--- src/hdl/drs_pkg.sv ---
`default_nettype none

package drs_pkg;

  localparam int unsigned VAL_W      = 20;
  localparam int unsigned MOVE_W     = 10;
  localparam int unsigned RADIX      = 10;
  localparam int unsigned DIG_W      = 4;
  localparam int unsigned FIFO_DEPTH = 4;
  localparam int unsigned FIFO_PTR_W = 2;
  localparam int unsigned FIFO_CNT_W = 3;

  typedef struct packed {
    logic [VAL_W-1:0] value;
    logic             last;
  } entry_t;

endpackage

`default_nettype wire

--- src/hdl/drs_fifo.sv ---
`default_nettype none

module drs_fifo (
  input  wire logic             clk_i,
  input  wire logic             rst_ni,
  input  wire logic             push_i,
  input  wire drs_pkg::entry_t  entry_i,
  output logic                  full_o,
  input  wire logic             pop_i,
  output drs_pkg::entry_t       entry_o,
  output logic                  empty_o
);

  drs_pkg::entry_t                     mem_q [drs_pkg::FIFO_DEPTH];
  logic [drs_pkg::FIFO_PTR_W-1:0]      wptr_q, rptr_q;
  logic [drs_pkg::FIFO_CNT_W-1:0]      cnt_q, cnt_d;
  logic                                do_push, do_pop;

  assign full_o  = (cnt_q == drs_pkg::FIFO_CNT_W'(drs_pkg::FIFO_DEPTH));
  assign empty_o = (cnt_q == '0);
  assign entry_o = mem_q[rptr_q];
  assign do_push = push_i && !full_o;
  assign do_pop  = pop_i && !empty_o;

  always_comb begin
    cnt_d = cnt_q;
    if (do_push && !do_pop) begin
      cnt_d = cnt_q + 1'b1;
    end else if (do_pop && !do_push) begin
      cnt_d = cnt_q - 1'b1;
    end
  end

  always_ff @(posedge clk_i or negedge rst_ni) begin
    if (!rst_ni) begin
      wptr_q <= '0;
      rptr_q <= '0;
      cnt_q  <= '0;
    end else begin
      cnt_q <= cnt_d;
      if (do_push) begin
        wptr_q <= wptr_q + 1'b1;
      end
      if (do_pop) begin
        rptr_q <= rptr_q + 1'b1;
      end
    end
  end

  always_ff @(posedge clk_i) begin
    if (do_push) begin
      mem_q[wptr_q] <= entry_i;
    end
  end

endmodule

`default_nettype wire

--- config.mk ---
export PLATFORM = sky130hd
export DESIGN_NAME = drs_fifo
export DESIGN_NICKNAME = d
export VERILOG_FILES = /design/src/hdl/drs_pkg.sv /design/src/hdl/drs_fifo.sv
export SDC_FILE = /design/constraint.sdc
export NUM_CORES = 1
export LEC_CHECK = 0
export BUFFER_PORTS_ARGS = -buffer_cell sky130_fd_sc_hd__buf_2
export CAP_MARGIN = 20
export CORE_MARGIN = 4
export CORE_UTILIZATION = 30
export DETAILED_ROUTE_END_ITERATION = 16
export HOLD_SLACK_MARGIN = 0.06
export PLACE_DENSITY = 0.52
export SLEW_MARGIN = 20
export SYNTH_ARGS = -nofsm -noshare
export SYNTH_HDL_FRONTEND = slang
export SYNTH_SLANG_ARGS = --single-unit
--- constraint.sdc ---
create_clock -name clk_i -period 2.33 [get_ports clk_i]
set_input_delay 0.3495 -clock clk_i [delete_from_list [all_inputs] [get_ports clk_i]]
set_output_delay 0.3495 -clock clk_i [all_outputs]
set_load 0.005 [all_outputs]
# Word-level counts from Yosys, hierarchy flattened
# Memory sizes are Yosys's and may differ from the RTL's.
# Index checks and enable logic that the tools add are counted.
[totals] register_bits=7 ramBits=84 in_bits=25 out_inout_bits=23 wordCells=23 memories=1
[classes] add_sub_neg=4 n_eq_ne=1 n_mux=4 reduce_logical=10
[mem_list] name="mem_q" depth=4 word_bits=21 rd=1 rd_ports_with_merged_regs=0 write_ports=1 line="drs_fifo.sv:14" rtl="drs_pkg::entry_t mem_q [drs_pkg::FIFO_DEPTH];"
[ops] cell="two-way mux 3 bit" n=2
[ops] cell="adder 2 x 1 -> 2 bit (second input constant)" n=2
[ops] cell="logical AND 1 bit" n=4
[ops] cell="logical NOT 1 bit" n=4
[ops] cell="adder 3 x 1 -> 3 bit (second input constant)" n=1
[ops] cell="equality test 3 bit (second input constant)" n=1
[ops] cell="logical NOT 3 bit" n=1
[ops] cell="subtractor 3 x 1 -> 3 bit (second input constant)" n=1
[ops] cell="two-way mux 1 bit" n=2
[ops] cell="nonzero test 2 bit" n=1

# Logic depth before layout (Yosys ltp)
[depth] depth_word=7 depth_mapped=9 mapped_depth_nobuf=8

# Worst setup path after synthesis
# No wires, ideal clock.
[synth_timing] kind="register to register" start="register cnt_q[0] (netlist name)" end="register cnt_q[2] (netlist name)" setup_time_ns=0.079 arrival_ns=1.917 required_ns=2.251 slack_ns=0.334 path_stages_with_launch=9 n_path_buf=0 path_cell_list="dfrtp_1 or3_1 nand2_1 ha_1 inv_1 fa_1 xor2_1 nor2_1 xor2_1"
[synth_via] elab_chain_len=6 word_cells_on_any_way=15 classes_between="2 x add/sub; 1 x eq/ne; 2 x mux; 10 x reduce/logical"
[synth_lines] element="start, declared" line="drs_fifo.sv:16" rtl="logic [drs_pkg::FIFO_CNT_W-1:0] cnt_q, cnt_d;"
[synth_lines] element="start signal, assigned" line="drs_fifo.sv:40" rtl="cnt_q <= cnt_d;"
[synth_lines] element="branches (longest 6 deep; another with subtractor 3 x 1 -> 3 bit)"
# Parallel ways; which one is timed is not known. The select of a mux whose other input is x is not followed.
# A chain may end at the register's enable or synchronous reset.

# Worst setup path in the final report
# Ends and elaborated chain as after synthesis.

==> reports/results.ini <==
[run_status]
outcome=completed

[routing]
vias=1570
drt_iter0_markers=66
drt_pre_antenna_iters=4
finalWirelength_um=5930
remaining_drc_errors=0
viasPerCell=4.45
wl_per_cell_um=16.8
ant_nets=0

[synthesis]
synth_fa_ha_area_frac=0.0238
synth_cells=146
syn_nets=177
synth_area_per_cell_sq_um=23.7
synth_xor_area_frac=0.0152
yosysSeqAreaShare=0.779
synth_compound_area_frac=0
synth_top_family_by_area=multiplexers
synth-simple-area-share=0.0181
ys_seq_elements=91
ys_types=19
yosysWarnings=0
syn-cell-area_sq_mm=0.00346
synthMuxAreaShare=0.144

[layout]
syn_to_final_growth_pct=21.3
final_cell_mix=edfxtp_1 (84), buf_2 (47), mux4_2 (21), clkbuf_16 (9), buf_4 (8)
antenna_cells=0
stdcell_area_sq_mm=0.00420
layout.nets=239
mostFrequentLayoutCell=edfxtp_1
drive_above_1_share=0.441

[clock_network]
htree_num_levels=3
numCtsBuffers=9
path_clk_slew_ns=0.06
post_cts_buffers=0
clock-root-buffer=clkbuf_16
cts_tree=built
worstSkewPairLatency_ns=0.33
cts_buffer_depth=2
clock_sinks=91

[run]
cap_violations=0

[sta]
skew_ns=0.00577
worstMarginPinSlew_ns=0.343
final_max_slew_viol_count=0
final.min_clock_period_ns=2.14
rsz0062_at_grt=no
fmax_mhz=468
slew_headroom=0.771
period_share=0.918
hold_viol=0
finalWorstSetupSlack_ns=0.192
setup_violations=0
setup_tns_ns=0
holdWs_ns=0.234

[worst_setup_path]
crit_path_end_kind=register
required_ns=2.58
slowest_delay_ns=0.44
cp-start-kind=register
path_max_fanout=4
cp_num_buf_inv=1
cp_common_cell=xor2_1
critPathSlowestCell=dfrtp_1
crit_family=simple AND/OR/NAND/NOR gates
cp_data_arrival_time_ns=2.39
crit_chain=or3_1, nand2_1, ha_1, inv_1, fa_1, xor2_1, nor2_1, xor2_1
critical_path_class=register to register

[floorplanning]
die_h_um=115
rows=38
num_io_pins=48
fp.dieW_um=115
die_area_sq_mm=0.0133
core_sq_mm=0.0111
start_util=0.313

[global_route]
use_met2=0.155
grt_first_pass_wirelength_um=9270
grt_pass1_vias=1701
gr-usage-met1=0.116
gr-usage-all-layers=0.0949
grt_max_degree=22
gr-total-overflow=0
antenna_found_initial=1
grt-busiest-layer=met2
grt_use_met3=0.0376

[pwr]
ir_drop_uv=607
p_leak_nw=1.49
powerDensity_mw_per_mm2=1240

[placement]
hpwl_um=3760
routabilityCongestion=0.712
dpl_cell_area_sq_mm=0.00390
portBuffers=47
dp_slack_ns=0.220

[worst_hold_path]
worstHoldPathType=input port to register

## flip-flops by register name (all words and copies together) (netlist names)
register  count
wptr_q        2
rptr_q        2
mem_q        84
cnt_q         3
## Yosys cell counts, drive strengths merged
cell | n | area, sq um
and2 | 4 | 25.0
buf | 6 | 55.1
dfrtp | 7 | 175
edfxtp | 84 | 2520
fa | 1 | 20.0
ha | 5 | 62.6
inv | 4 | 15.0
mux2 | 2 | 26.3
mux4 | 21 | 473
nand2 | 1 | 3.75
nand3 | 1 | 5.00
nor2 | 1 | 3.75
nor2b | 1 | 6.26
nor3b | 1 | 12.5
or3 | 1 | 6.26
xnor2 | 4 | 35.0
xor2 | 2 | 17.5
## logic make-up after synthesis
logic type | count (synthesis)
muxes | 23
DFF | 91
xor gates and xnor gates | 6
and+or+nand+nor | 10
buffers and inverters | 10
adders and majority gates | 6
## power breakdown
group | switching [mW] | internal (mW)
sequential | 0.130 | 2.18
combinational | 0.726 | 0.791
clock | 0.534 | 0.857
## path summary, 6_finish.rpt
kind,startpoint,endpoint,slack [ns],depth (start not counted)
worst min register to register,cnt_q[2],cnt_q[2],0.49,1
worst min-delay path,entry_i[11],mem_q[2][11],0.23,1
max in group asynchronous,rst_ni,rptr_q[0],1.77,2
min in group asynchronous,rst_ni,cnt_q[0],0.39,2
worst max register to register,cnt_q[0],cnt_q[2],0.19,8
worst max-delay path,cnt_q[0],cnt_q[2],0.19,8
## per-layer routing
layer  wire length (um)  up-vias
met5                 20        -
met4                 24        2
met3                437        6
met2               2970       53
met1               2480      795
li1                   -      714
## worst reg2reg max path: cells and delay by family (launching register included)
family	cells	cell delay [ns]
AND/OR/NAND/NOR	3	0.67
buffers and inverters	1	0.06
adder cells (fa/ha/maj)	2	0.57
XOR/XNOR	2	0.32
flip-flops	1	0.44
## through the flow
| stage | instances | power, mW | utilization |
|---|---|---|---|
| CTS | 353 | 5.32 | 0.379 |
| detailed placement | 336 | 3.91 | 0.352 |
| finish | 353 | 5.22 | 0.379 |
| global route | 353 | 5.53 | 0.379 |
| global placement | 336 | 3.90 | 0.352 |
| floorplan | 146 | 3.32 | - |
## final cells by class
cell class	instances	area, sq um
Multi-Input combinational cell	45	697
Timing Repair Buffer	57	325
Clock inverter	3	40.0
Sequential cell	91	2700
Tap cell	140	175
Fill cell	1038	6880
Inverter	4	15.0
Clock buffer	13	250
## what timing repair did
action                                  CTS  global route
endpoints found under the hold margin     7             0
gates resized for setup                   0             0
hold buffers                              1             0
endpoints found under the setup margin    0             0
No activity file was read; power rests on OpenSTA's default activity.
